===== config.mk =====
export PLATFORM = sky130hd
export DESIGN_NAME = pda_queue
export DESIGN_NICKNAME = d
export VERILOG_FILES = /design/src/rtl/pda_pkg.sv /design/src/rtl/pda_queue.sv
export SDC_FILE = /design/constraint.sdc
export NUM_CORES = 1
export LEC_CHECK = 0
export BUFFER_PORTS_ARGS = -buffer_cell sky130_fd_sc_hd__buf_4
export CAP_MARGIN = 40
export CORE_ASPECT_RATIO = 1.5
export CORE_MARGIN = 3
export CORE_UTILIZATION = 40
export DETAILED_ROUTE_END_ITERATION = 7
export PLACE_DENSITY = 0.73
export SKIP_LAST_GASP = 1
export SYNTH_ARGS = -nofsm -noshare
export SYNTH_HDL_FRONTEND = slang
export SYNTH_SLANG_ARGS = --single-unit

===== constraint.sdc =====
create_clock -name clk -period 3.23 [get_ports clk]
set_input_delay 0 -clock clk [delete_from_list [all_inputs] [get_ports clk]]
set_output_delay 0 -clock clk [all_outputs]
set_load 0.1 [all_outputs]

===== src/rtl/pda_pkg.sv =====
// Shared types and constants of the pairwise diversity accumulator.
package pda_pkg;

    // Field widths fixed by the interface.
    localparam int IDX_W     = 6;
    localparam int CNT_W     = 8;
    localparam int OUT_W     = 48;
    localparam int MAX_ACC_W = 64;

    // Rows that the 6-bit index can reach, and the width of a triangle index over them.
    localparam int MAX_ROWS  = 64;
    localparam int TRI_W     = 12;

    // Width of one product term added into an accumulator.
    localparam int TERM_W    = 18;

    // Command codes on the mode port.
    localparam logic [1:0] MODE_ACC    = 2'd0;
    localparam logic [1:0] MODE_READ   = 2'd1;
    localparam logic [1:0] MODE_CLEAR  = 2'd2;
    localparam logic [1:0] MODE_UNUSED = 2'd3;

    // Operations handed from the front to the back.
    typedef enum logic [1:0] {
        OP_ACC,
        OP_READ,
        OP_READ_NULL,
        OP_CLEAR
    } pda_kind_t;

    // One classified word waiting in the queue.
    typedef struct packed {
        pda_kind_t          kind;
        logic [IDX_W-1:0]   row;
        logic [TRI_W-1:0]   base;
        logic [CNT_W-1:0]   major;
        logic [CNT_W-1:0]   minor;
    } pda_op_t;

    // Head of the queue as the back sees it.
    typedef struct packed {
        logic    valid;
        pda_op_t op;
    } pda_qhead_t;

endpackage


===== src/rtl/pda_queue.sv =====
// Two-entry queue of classified words between the front and the back.
module pda_queue (
    input  logic                  clk,
    input  logic                  rst_n,
    input  logic                  push,
    input  pda_pkg::pda_op_t      push_op,
    input  logic                  pop,
    output pda_pkg::pda_qhead_t   head,
    output logic                  full
);

    import pda_pkg::*;

    pda_op_t     ent_reg [2];
    logic        wr_ptr_reg;
    logic        rd_ptr_reg;
    logic [1:0]  cnt_reg;
    logic [1:0]  cnt_next;

    assign head.valid = (cnt_reg != 2'd0);
    assign head.op    = ent_reg[rd_ptr_reg];
    assign full       = (cnt_reg == 2'd2);

    // Occupancy after this cycle's push and pop.
    always_comb
    begin
        cnt_next = cnt_reg;
        if (push && !pop)
        begin
            cnt_next = cnt_reg + 2'd1;
        end
        else if (pop && !push)
        begin
            cnt_next = cnt_reg - 2'd1;
        end
    end

    // Pointers and count.
    always_ff @(posedge clk or negedge rst_n)
    begin
        if (!rst_n)
        begin
            wr_ptr_reg <= 1'b0;
            rd_ptr_reg <= 1'b0;
            cnt_reg    <= 2'd0;
        end
        else
        begin
            cnt_reg <= cnt_next;
            if (push)
            begin
                wr_ptr_reg <= ~wr_ptr_reg;
            end
            if (pop)
            begin
                rd_ptr_reg <= ~rd_ptr_reg;
            end
        end
    end

    // Entry storage.
    always_ff @(posedge clk)
    begin
        if (push)
        begin
            ent_reg[wr_ptr_reg] <= push_op;
        end
    end

endmodule


# Word level (Yosys, flattened, before mapping)
# Memory sizes are Yosys's and may differ from the RTL's.
# Index checks and enable logic that the tools add are counted.
dict set report classes {
  add_sub_neg 2
  n_reduce_logical 6
  n_eq_ne 1
  muxes 4
  bitwise_logic 2
}
# cell count
set ops {}
lappend ops {{$mux W2} 2}
lappend ops {{$reduce_bool A2 Y1} 2}
lappend ops {{$add A2 B1 Y2 const B} 1}
lappend ops {{$eq A2 B2 Y1 const B} 1}
lappend ops {{$logic_and A1 B1 Y1} 2}
lappend ops {{$logic_not A1 Y1} 2}
lappend ops {{$mux W1} 2}
lappend ops {{$not A1 Y1} 2}
lappend ops {{$sub A2 B1 Y2 const B} 1}
dict set report word_totals {
  output_inout_bits 38
  ramBits 72
  mem_count 1
  ff_bits 4
  in_bits 40
  elab_cells 19
}
# memory depth word_bits read_ports rd_clocked_by_memory_dff wr line_no
set memory_table {}
lappend memory_table {ent_reg 2 36 1 0 1 pda_queue.sv:14} ;# pda_op_t ent_reg [2];

# Logic depth before layout (Yosys ltp)
dict set report depth {
  ltp_word 4
  mapped_depth 5
  depth_no_buf 5
}

# Worst setup path after synthesis
# No wires, ideal clock.
dict set report synth_path {
  kind {register to register}
  from {register wr_ptr_reg}
  to {memory ent_reg[0][0] (netlist bit), enable pin}
  path_stages_with_launch 2
  path_slack_ns 0.779
  synth_period_minus_slack_ns 2.451
  setup_time_ns 0.434
  n_path_buf 0
  arrival_time_ns 2.017
  required_ns 2.796
  cell_sequence {dfrtp_1 > nor2b_1}
}
# item line_no
set synth_rtl {}
lappend synth_rtl {{start: declaration} pda_queue.sv:15} ;# logic wr_ptr_reg;
lappend synth_rtl {{start signal: assignment} pda_queue.sv:52} ;# wr_ptr_reg <= ~wr_ptr_reg;
lappend synth_rtl {{end: declaration} pda_queue.sv:14}
# No word-level cell before the write port.

==> run_results.csv <==
group,metric,value,unit
synth,synth_seq_cells,76,
clock_network,clock_sinks,76,
global_route,grt_pass1_wl,8470,microns
global_route,antenna_found_initial,0,
floorplan,core_area,6990,sq um
floorplan,die_height,111,microns
min_path,hp-class,"input port to register",
synth,postSynthCellCount,128,
global_route,met2_usage,24.1,%
sta,rsz0062_at_grt,"false",
worst_setup_path,arrival,2100,ps
clock_network,clk_latency,330,ps
sta,fin_crit_sh,65.1,%
final_layout,final_cell_mix,"buf_4, edfxtp_1, dlygate4sd3_1",
worst_setup_path,crit_end,"head[9]",
sta,tightestPinTransition,684,ps
worst_setup_path,crit_fanout,24,
floorplan,die_w,76.0,microns
detailed_routing,dr.pass1.iters,4,
worst_setup_path,r2r_end,"ent_reg[0][19]",
placed_design,io_buffers,77,
final_layout,nNetsFinal,296,
detailed_routing,routedWlPerCell,14.8,microns
clock_network,cts_tree,"yes",
clock_network,htreeDepth,3,
detailed_routing,drc,0,
clock_network,ctsResizeCount,0,
floorplan,start_util,42.0,%
worst_setup_path,r2r_slack,1770,ps
worst_setup_path,worstSetupStartpoint,"rd_ptr_reg",
floorplan,row_count,37,
clock_network,clkTransAtPathRegs,60,ps
final_layout,largest_reg_flops,72,
floorplan,design.die.area,8430,sq um
clock_network,cts_setup_buffers,0,
global_route,gr-usage-met1,13.7,%
sta,fin_skew,7.37,ps
final_layout,n_antenna_cell,0,
worst_setup_path,worstSetupPathType,"register to output pin",
floorplan,ioPinCount,78,
run_status,status,"completed",
detailed_routing,routed_wl,5290,microns
global_route,grt_util_met3,3.90,%
sta,slew_viol_final,0,
synth,seq_area_frac_synth,77.0,%
synth,synth_fp_nets,169,
sta,fin_tns_setup,0,ps
global_route,grt_max_degree,25,
final_layout,layout_commonest_cell,"buf_4",
clock_network,cts-root-buf,"clkbuf_8",
worst_setup_path,ff2ff_path_depth,2,
min_path,holdCritStartpoint,"pop",
worst_setup_path,critical_path_required,3230,ps
clock_network,cts_made_buffers,9,
placed_design,routabilityCongestion,0.608,
sta,max_freq,476,MHz
global_route,grt_usage,13.3,%
sta,setup_viol,0,
final_layout,syn2layout_area_growth,42.9,%
global_route,gr-total-overflow,0,
worst_setup_path,crit_path_start_kind,"register",
detailed_routing,ant_nets,0,
synth,synth.avg_cell_area,22.9,sq um
sta,relSlewSlack,54.4,%
global_route,grt_pass1_vias,1723,
final_layout,layout-drive-gt1-share,50.0,%
synth,ys_types,14,
clock_network,clk_path_buf_depth,2,
detailed_routing,first_iter_violations,94,
global_route,busiest_layer,"met2",
sta,hold_violations,0,
detailed_routing,viasPerCell,4.38,
worst_setup_path,end_kind,"output pin",
placed_design,hpwl,3340,microns
sta,period_needed,2100,ps
detailed_routing,vias,1565,
synth,syn_area,2940,sq um
synth,yosysWarnings,0,
worst_setup_path,reg2reg_from,"wr_ptr_reg",
run,maxCapViolCount,0,
-- what timing repair did --
| action | in CTS | in global routing |
|---|---|---|
| endpoints found under the hold margin | 78 | 0 |
| hold buffers | 40 | 0 |
| setup endpoints to repair | 0 | 0 |
-- per-layer routing --
layer,vias up,routed length (microns),part of all wire (%)
li1,749,-,-
met1,762,1980,38
met2,45,2970,56
met3,9,207,3.9
met4,0,127,2.4
met5,-,0,0
-- kinds of logic (layout without fill, tap and decap cells) --
family                   count (synthesis)  in the layout  synth area share [%]
flip-flops                              76             76                  77.0
multiplexers                            36             36                  17.5
buffers and inverters                    5            137                  2.56
adder cells (fa/ha/maj)                  1              1                 0.426
XOR/XNOR                                 5              5                  1.49
AND/OR/NAND/NOR                          5              5                 0.980
-- worst min path at each step --
stage | endpoint | slack [ps] | cells past startpoint
after global routing | ent_reg[1][17] | 380 | 2
after global placement | cnt_reg[0] | -200 | 1
after CTS | rd_ptr_reg | 360 | 3
final | rd_ptr_reg | 380 | 3
after detailed placement | cnt_reg[1] | -200 | 1
after floorplan | cnt_reg[0] | -300 | 0
-- synthesized netlist by cell type --
master | number | area (sq um)
and2_1 | 1 | 6.26
buf_12 | 3 | 60.1
buf_6 | 1 | 11.3
dfrtp_1 | 4 | 100
edfxtp_1 | 72 | 2160
ha_1 | 1 | 12.5
inv_1 | 1 | 3.75
mux2_2 | 7 | 78.8
mux2_4 | 29 | 435
nor2_1 | 1 | 3.75
nor2b_1 | 2 | 12.5
or2_2 | 1 | 6.26
xnor2_1 | 1 | 8.76
xor2_1 | 4 | 35.0
-- through the flow --
step	cell area [sq um]	worst slack [ps]	hold WS [ps]	util, %	std cells
finish	4200	1130	380	60.1	357
global route	4200	1020	384	60.1	357
CTS	4200	1070	358	60.1	357
detailed placement	3640	1450	-199	52.0	301
global placement	3580	1460	-201	51.2	299
floorplan	2940	779	-296	-	128
-- critical path, cell delays in order, from the launching register on --
cell     delay, ps
dfrtp_2        810
buf_4          390
mux2_4         330
buf_4          230
-- cell type report --
cell class	count	area, sq um
multi-input cells	47	608
fillers	517	2790
well taps	97	121
inverters	1	3.75
repair buffers	120	1040
clock buffers	16	160
flip-flops and latches	76	2260
Power is left out: the tool's default activity adds up to more than one toggle a clock period on the data nets, which glitch-free logic cannot reach.
