===== config.mk =====
export PLATFORM = sky130hd
export DESIGN_NAME = pda_front
export DESIGN_NICKNAME = d
export VERILOG_FILES = /design/src/rtl/pda_pkg.sv /design/src/rtl/pda_front.sv
export SDC_FILE = /design/constraint.sdc
export NUM_CORES = 1
export LEC_CHECK = 0
export ABC_AREA = 1
export BUFFER_PORTS_ARGS = -buffer_cell sky130_fd_sc_hd__buf_2
export CORE_ASPECT_RATIO = 1.1
export CORE_MARGIN = 4
export CORE_UTILIZATION = 60
export DETAILED_ROUTE_END_ITERATION = 8
export PLACE_DENSITY = 0.88
export SYNTH_ARGS = -nofsm -noshare
export SYNTH_HDL_FRONTEND = slang
export SYNTH_SLANG_ARGS = --single-unit

===== constraint.sdc =====
create_clock -name vclk -period 18.3
set_input_delay 5.49 -clock vclk [all_inputs]
set_output_delay 5.49 -clock vclk [all_outputs]
set_load 0.02 [all_outputs]

===== src/rtl/pda_pkg.sv =====
// Shared types and constants of the pairwise diversity accumulator.
package pda_pkg;

    // Field widths fixed by the interface.
    localparam int IDX_W     = 6;
    localparam int CNT_W     = 8;
    localparam int OUT_W     = 48;
    localparam int MAX_ACC_W = 64;

    // Rows that the 6-bit index can reach, and the width of a triangle index over them.
    localparam int MAX_ROWS  = 64;
    localparam int TRI_W     = 12;

    // Width of one product term added into an accumulator.
    localparam int TERM_W    = 18;

    // Command codes on the mode port.
    localparam logic [1:0] MODE_ACC    = 2'd0;
    localparam logic [1:0] MODE_READ   = 2'd1;
    localparam logic [1:0] MODE_CLEAR  = 2'd2;
    localparam logic [1:0] MODE_UNUSED = 2'd3;

    // Operations handed from the front to the back.
    typedef enum logic [1:0] {
        OP_ACC,
        OP_READ,
        OP_READ_NULL,
        OP_CLEAR
    } pda_kind_t;

    // One classified word waiting in the queue.
    typedef struct packed {
        pda_kind_t          kind;
        logic [IDX_W-1:0]   row;
        logic [TRI_W-1:0]   base;
        logic [CNT_W-1:0]   major;
        logic [CNT_W-1:0]   minor;
    } pda_op_t;

    // Head of the queue as the back sees it.
    typedef struct packed {
        logic    valid;
        pda_op_t op;
    } pda_qhead_t;

endpackage


===== src/rtl/pda_front.sv =====
// Front part: accepts commands, checks ranges and builds the pair index.
module pda_front #(
    parameter int NUM_INDIVIDUALS = 64
) (
    input  logic                           start,
    input  logic [1:0]                     mode,
    input  logic [pda_pkg::IDX_W-1:0]      individual,
    input  logic [pda_pkg::IDX_W-1:0]      partner,
    input  logic [pda_pkg::CNT_W-1:0]      major_count,
    input  logic [pda_pkg::CNT_W-1:0]      minor_count,
    input  logic                           queue_full,
    input  logic                           init_busy,
    output logic                           busy,
    output logic                           push,
    output pda_pkg::pda_op_t               push_op
);

    import pda_pkg::*;

    // Row limit compared at a width that holds the largest individual count.
    localparam int          LIM_W   = 9;
    localparam logic [LIM_W-1:0] ROW_LIM = LIM_W'(NUM_INDIVIDUALS);

    logic                accept;
    logic [IDX_W-1:0]    row_r;
    logic [IDX_W-1:0]    col_r;
    logic                acc_ok;
    logic                read_ok;

    // Lower-triangle index of a pair: row*(row+1)/2 + col.
    function automatic logic [TRI_W-1:0] tri_index(input logic [IDX_W-1:0] row,
                                                   input logic [IDX_W-1:0] col);
        logic [TRI_W:0] prod;
        prod = {{(TRI_W+1-IDX_W){1'b0}}, row}
               * ({{(TRI_W+1-IDX_W){1'b0}}, row} + (TRI_W+1)'(1));
        return prod[TRI_W:1] + {{(TRI_W-IDX_W){1'b0}}, col};
    endfunction

    // The queue or the power-up sweep holds off new commands.
    assign busy   = queue_full | init_busy;
    assign accept = start & ~busy;

    // Pairs are unordered, so a read puts the larger index in the row.
    assign row_r   = (partner > individual) ? partner : individual;
    assign col_r   = (partner > individual) ? individual : partner;
    assign acc_ok  = ({{(LIM_W-IDX_W){1'b0}}, individual} < ROW_LIM);
    assign read_ok = ({{(LIM_W-IDX_W){1'b0}}, row_r} < ROW_LIM);

    // Classify the command into a queue word.
    always_comb
    begin
        push          = 1'b0;
        push_op.kind  = OP_ACC;
        push_op.row   = individual;
        push_op.base  = tri_index(individual, '0);
        push_op.major = major_count;
        push_op.minor = minor_count;
        case (mode)
            MODE_ACC:
            begin
                push = accept & acc_ok;
            end
            MODE_READ:
            begin
                push         = accept;
                push_op.kind = read_ok ? OP_READ : OP_READ_NULL;
                push_op.row  = row_r;
                push_op.base = tri_index(row_r, col_r);
            end
            MODE_CLEAR:
            begin
                push         = accept;
                push_op.kind = OP_CLEAR;
            end
            default:
            begin
                push = 1'b0;
            end
        endcase
    end

endmodule


; ---- After elaboration in Yosys (flattened, before gate mapping)
; Index checks and enable logic that the tools add are counted.
[word_totals]
regBits = 0
inputBits = 33
out_inout_bits = 38
word_cells = 18
[classes]
add_sub_neg = 3
mul = 2
n_lt_le_gt_ge = 1
n_eq_ne = 2
mux = 5
n_bitwise = 3
n_reduce_logical = 2
[op_table]
columns = operator, count
row1 = 6-bit by 7-bit multiplier with 13-bit output, 2
row2 = 18-bit two-way mux, 1
row3 = 6-bit by 1-bit adder with 7-bit output (second input constant), 2
row4 = 12-bit by 6-bit adder with 12-bit output, 1
row5 = 6-bit two-way mux, 2
row6 = 6-bit greater-than comparator, 1
row7 = 2-bit case mux with 2 select lines, 1
row8 = 3-bit OR reduction, 1
row9 = 2-bit by 1-bit equality test with 1-bit output (second input constant), 1
row10 = 2-bit equality test (second input constant), 1
row11 = 2-bit logical NOT, 1
row12 = 1-bit bitwise AND, 1
row13 = 1-bit two-way mux, 1
row14 = 1-bit NOT, 1
row15 = 1-bit OR, 1

; ---- Logic depth before layout (Yosys ltp)
[depth]
depth_word = 6
mapped_depth = 38
depth_no_buf = 36

; ---- Least setup slack after synthesis
; OpenSTA, ideal clock, no wires.
[synth_timing]
kind = input -> output
from = input port individual[3] in the netlist's numbering
to = output port push_op[24] in the netlist's numbering
t_arrival_ps = 11431
required_ps = 12810
slack_ps = 1379
cell_stages = 35
n_path_buf = 2
path_cell_list = clkbuf_1 > inv_1 > ha_1 > nand2_2 > nor2_4 > o21ai_2 > nand2_2 > o21ai_4 > buf_12 > nand2_1 > o21ai_2 > inv_1 > ha_1 > inv_1 > nor2_4 > nand3_1 > ha_1 > nor2_1 > fa_1 > inv_1 > fa_1 > fa_1 > inv_1 > ha_1 > nand2_1 > nand3_1 > xor2_1 > ha_1 > nand2_1 > or2_1 > nand4_1 > nand2_1 > nor2_1 > nor2_1 > o22ai_1
[synth_lines]
columns = element, line
row1 = "start, declared", pda_front.sv:7  ; input logic [pda_pkg::IDX_W-1:0] individual,
row2 = "end, declared", pda_front.sv:15  ; output pda_pkg::pda_op_t push_op

==> impl_summary.txt <==
----------------------------------------------------
[Timing]
  Post-Route Setup TNS ... 0 ns
  Crit share post-route ... 96.9%
  Endpoints failing setup ... 0
  Maximum frequency from static timing analysis ... 0.0564 GHz
  Final Hold Vio Count ... 0
  Period minus WS final ... 17.73 ns
  Slew headroom ... 49.6%
  Worst Max-Slew Pin Slew ... 0.753 ns
  Setup repair after global routing missed its margin ... false
  Worst-case setup margin in the final layout ... 0.574 ns
  Final Max Slew Viols ... 0

[Logic synthesis]
  Count of yosys warnings during synthesis ... 0
  Post-synthesis sequential area ratio ... 0%
  Post-synthesis instance area ... 0.00382 mm^2
  Mean cell area of the mapped netlist ... 6.86 um^2
  Post-Syn Instances ... 556
  Synth Net Count ... 700
  Number of distinct standard cells referenced by the synthesized netlist ... 40

[Floorplan]
  Ports placed on the boundary ... 71
  X dimension of the die ... 84.0 um
  CORE AREA ... 0.00619 mm^2
  Die ar. ... 0.00770 mm^2
  Initial standard-cell utilization of the core ... 61.6%
  Die Ht ... 91.6 um
  Rows ... 30

[Power]
  Power per cell area ... 131 mW/mm^2
  Clock Power Share ... 0%
  Power Internal ... 0.000189 W
  Leak Pwr ... 2.30 nW
  Combinational fraction of design power ... 100.0%
  Reg power frac ... 0%
  Switching fraction of total power ... 63.4%
  P_sw ... 0.000327 W
  IR Drop Worst-Case VDD ... 0.0812 mV

[Setup path]
  Top Family by Delay on Critical Path ... adder cells
  Max stage delay cell, worst path ... sky130_fd_sc_hd__o21ai_4
  Library cell appearing most often on the critical path ... sky130_fd_sc_hd__nand2_1
  Worst path required time ... 12.81 ns
  Worst setup path class ... in -> out
  Highest net fanout along the worst path ... 26
  CP Launch Type ... primary input
  Count of buffer and inverter cells on the critical path ... 7
  Critical Path Sink Type ... output pin
  Slowest Stage Delay on Critical Path ... 0.60 ns
  Worst EP arrival ... 12.24 ns

[Route]
  Number of DRC violations after detailed-routing iteration 0 ... 156
  Via count of the routed design ... 3540
  Antenna-violating nets left ... 0
  Post-detailed-route wirelength per cell ... 12.9 um
  Via count normalized by instance count ... 5.45
  TritonRoute pass-1 iters ... 6
  Post-detailed-route DRC marker count ... 0
  Post-Route WL ... 8380 um

[Layout]
  Diodes inserted ... 0
  Area occupied by multi-input gates ... 0.00321 mm^2
  Number of sequential cells in the layout ... 0
  Share of layout cells above drive strength 1 ... 13.9%
  Number of nets in the layout ... 716
  Most frequent standard cell in the layout excluding fill and tap cells ... sky130_fd_sc_hd__nand2_1
  Area occupied by registers ... 0 um^2
  Post-synthesis to final-layout area growth ... 3.21%
  Highest-count cells in the layout ignoring fill and taps ... sky130_fd_sc_hd__nand2_1, sky130_fd_sc_hd__inv_1, sky130_fd_sc_hd__ha_1, sky130_fd_sc_hd__nor2_1, sky130_fd_sc_hd__fa_1
  Clock buffers ... 0
  Layout fillers ... 544

[Global routing]
  Met2 Usage GRT ... 40.7%
  GR met3 Demand/Resource ... 1.26%
  Most Crowded Layer GR ... met2
  GR Layer Usage met1 ... 29.0%
  Largest net degree at the start of global routing ... 27
  Total grt overflow ... 0
  Via count of the first global-routing pass ... 3429
  Antenna violations before repair ... 0
  Global-route wire length before repair ... 14800 um
  Overall fraction of global-route tracks in use ... 22.3%

[Status]
  Result of the run ... finished, final reports clean

[Place]
  Half-perimeter wire length of the detailed placement result ... 7450 um
  Pre-CTS setup slack ... 0.617 ns
  PortBufs ... 39
  Final weighted congestion in routability-driven placement ... 0.970

[Job]
  Max cap viols ... 0

[Clocking]
  Hold-fix buffers, CTS ... 0
  Number of gates given a new drive strength after cts ... 0
  Number of buffers inserted by post-CTS setup repair ... 0

[Worst hold path]
  Classification of the worst-slack hold path ... in -> out

----------------------------------------------------
[per-layer routing]
layer / wire, um / vias up
met1: 3570 / 1623
met5: 0 / -
li1: - / 1757
met2: 4190 / 138
met3: 426 / 22
met4: 189 / 0
[worst paths after layout]
path,start,to,depth (start not counted)
worst max-delay path,individual[2],push_op[26],37
worst min-delay path,minor_count[0],push_op[0],0
[Yosys cell counts, drive strengths merged]
| cell | instances | share of area [%] |
|---|---|---|
| buf | 19 | 3.9 |
| o21bai | 1 | 0.20 |
| nor3b | 1 | 0.20 |
| nor3 | 3 | 0.39 |
| nand2 | 129 | 14 |
| a211oi | 1 | 0.20 |
| inv | 114 | 11 |
| a31o | 2 | 0.46 |
| o311ai | 1 | 0.23 |
| a21oi | 23 | 3.0 |
| ha | 70 | 23 |
| o21ai | 33 | 5.7 |
| nand4 | 9 | 1.5 |
| nand3 | 24 | 3.1 |
| o32ai | 1 | 0.23 |
| nor2 | 60 | 7.2 |
| a21boi | 1 | 0.20 |
| xnor2 | 1 | 0.23 |
| o22ai | 3 | 0.49 |
| nor4 | 2 | 0.49 |
| clkbuf | 6 | 0.59 |
| and3 | 1 | 0.16 |
| xor2 | 4 | 0.92 |
| fa | 41 | 22 |
| clkinv | 2 | 0.20 |
| or2 | 2 | 0.33 |
| o21a | 2 | 0.59 |
[power groups by stage]
stage	logic (W)	registers [W]	clock network, W
6_report	0.000517	0	0
5_1_grt	0.000593	0	0
4_1_cts	0.000518	0	0
3_5_place_dp	0.000515	0	0
3_3_place_gp	0.000505	0	0
2_1_floorplan	0.000416	0	0
[per-stage QoR]
stage	hold slack [ns]	utilization [%]	instance area (um^2)	std cells	total power (W)
after floorplan	11.09	-	3820	556	0.000416
after global placement	10.98	63.6	3940	650	0.000505
after detailed placement	10.98	63.6	3940	650	0.000515
after CTS	10.98	63.6	3940	650	0.000518
after global routing	10.98	63.6	3940	650	0.000593
final	10.98	63.6	3940	650	0.000517
[final cells by class]
class / count / area share (%)
inverter: 116 / 11.1
multi-input combinational: 415 / 81.4
timing repair buffer: 39 / 4.96
tap: 80 / 2.54
[logic make-up (layout without fill, tap and decap cells)]
kind of cell	after synthesis	after routing	synth area share, %
buf+inv	141	155	15.9
xor+xnor	5	5	1.15
fa+ha+maj	111	111	44.5
simple gates	231	231	27.1
compound gates	68	68	11.3
Power figures use the tool's default switching activity.
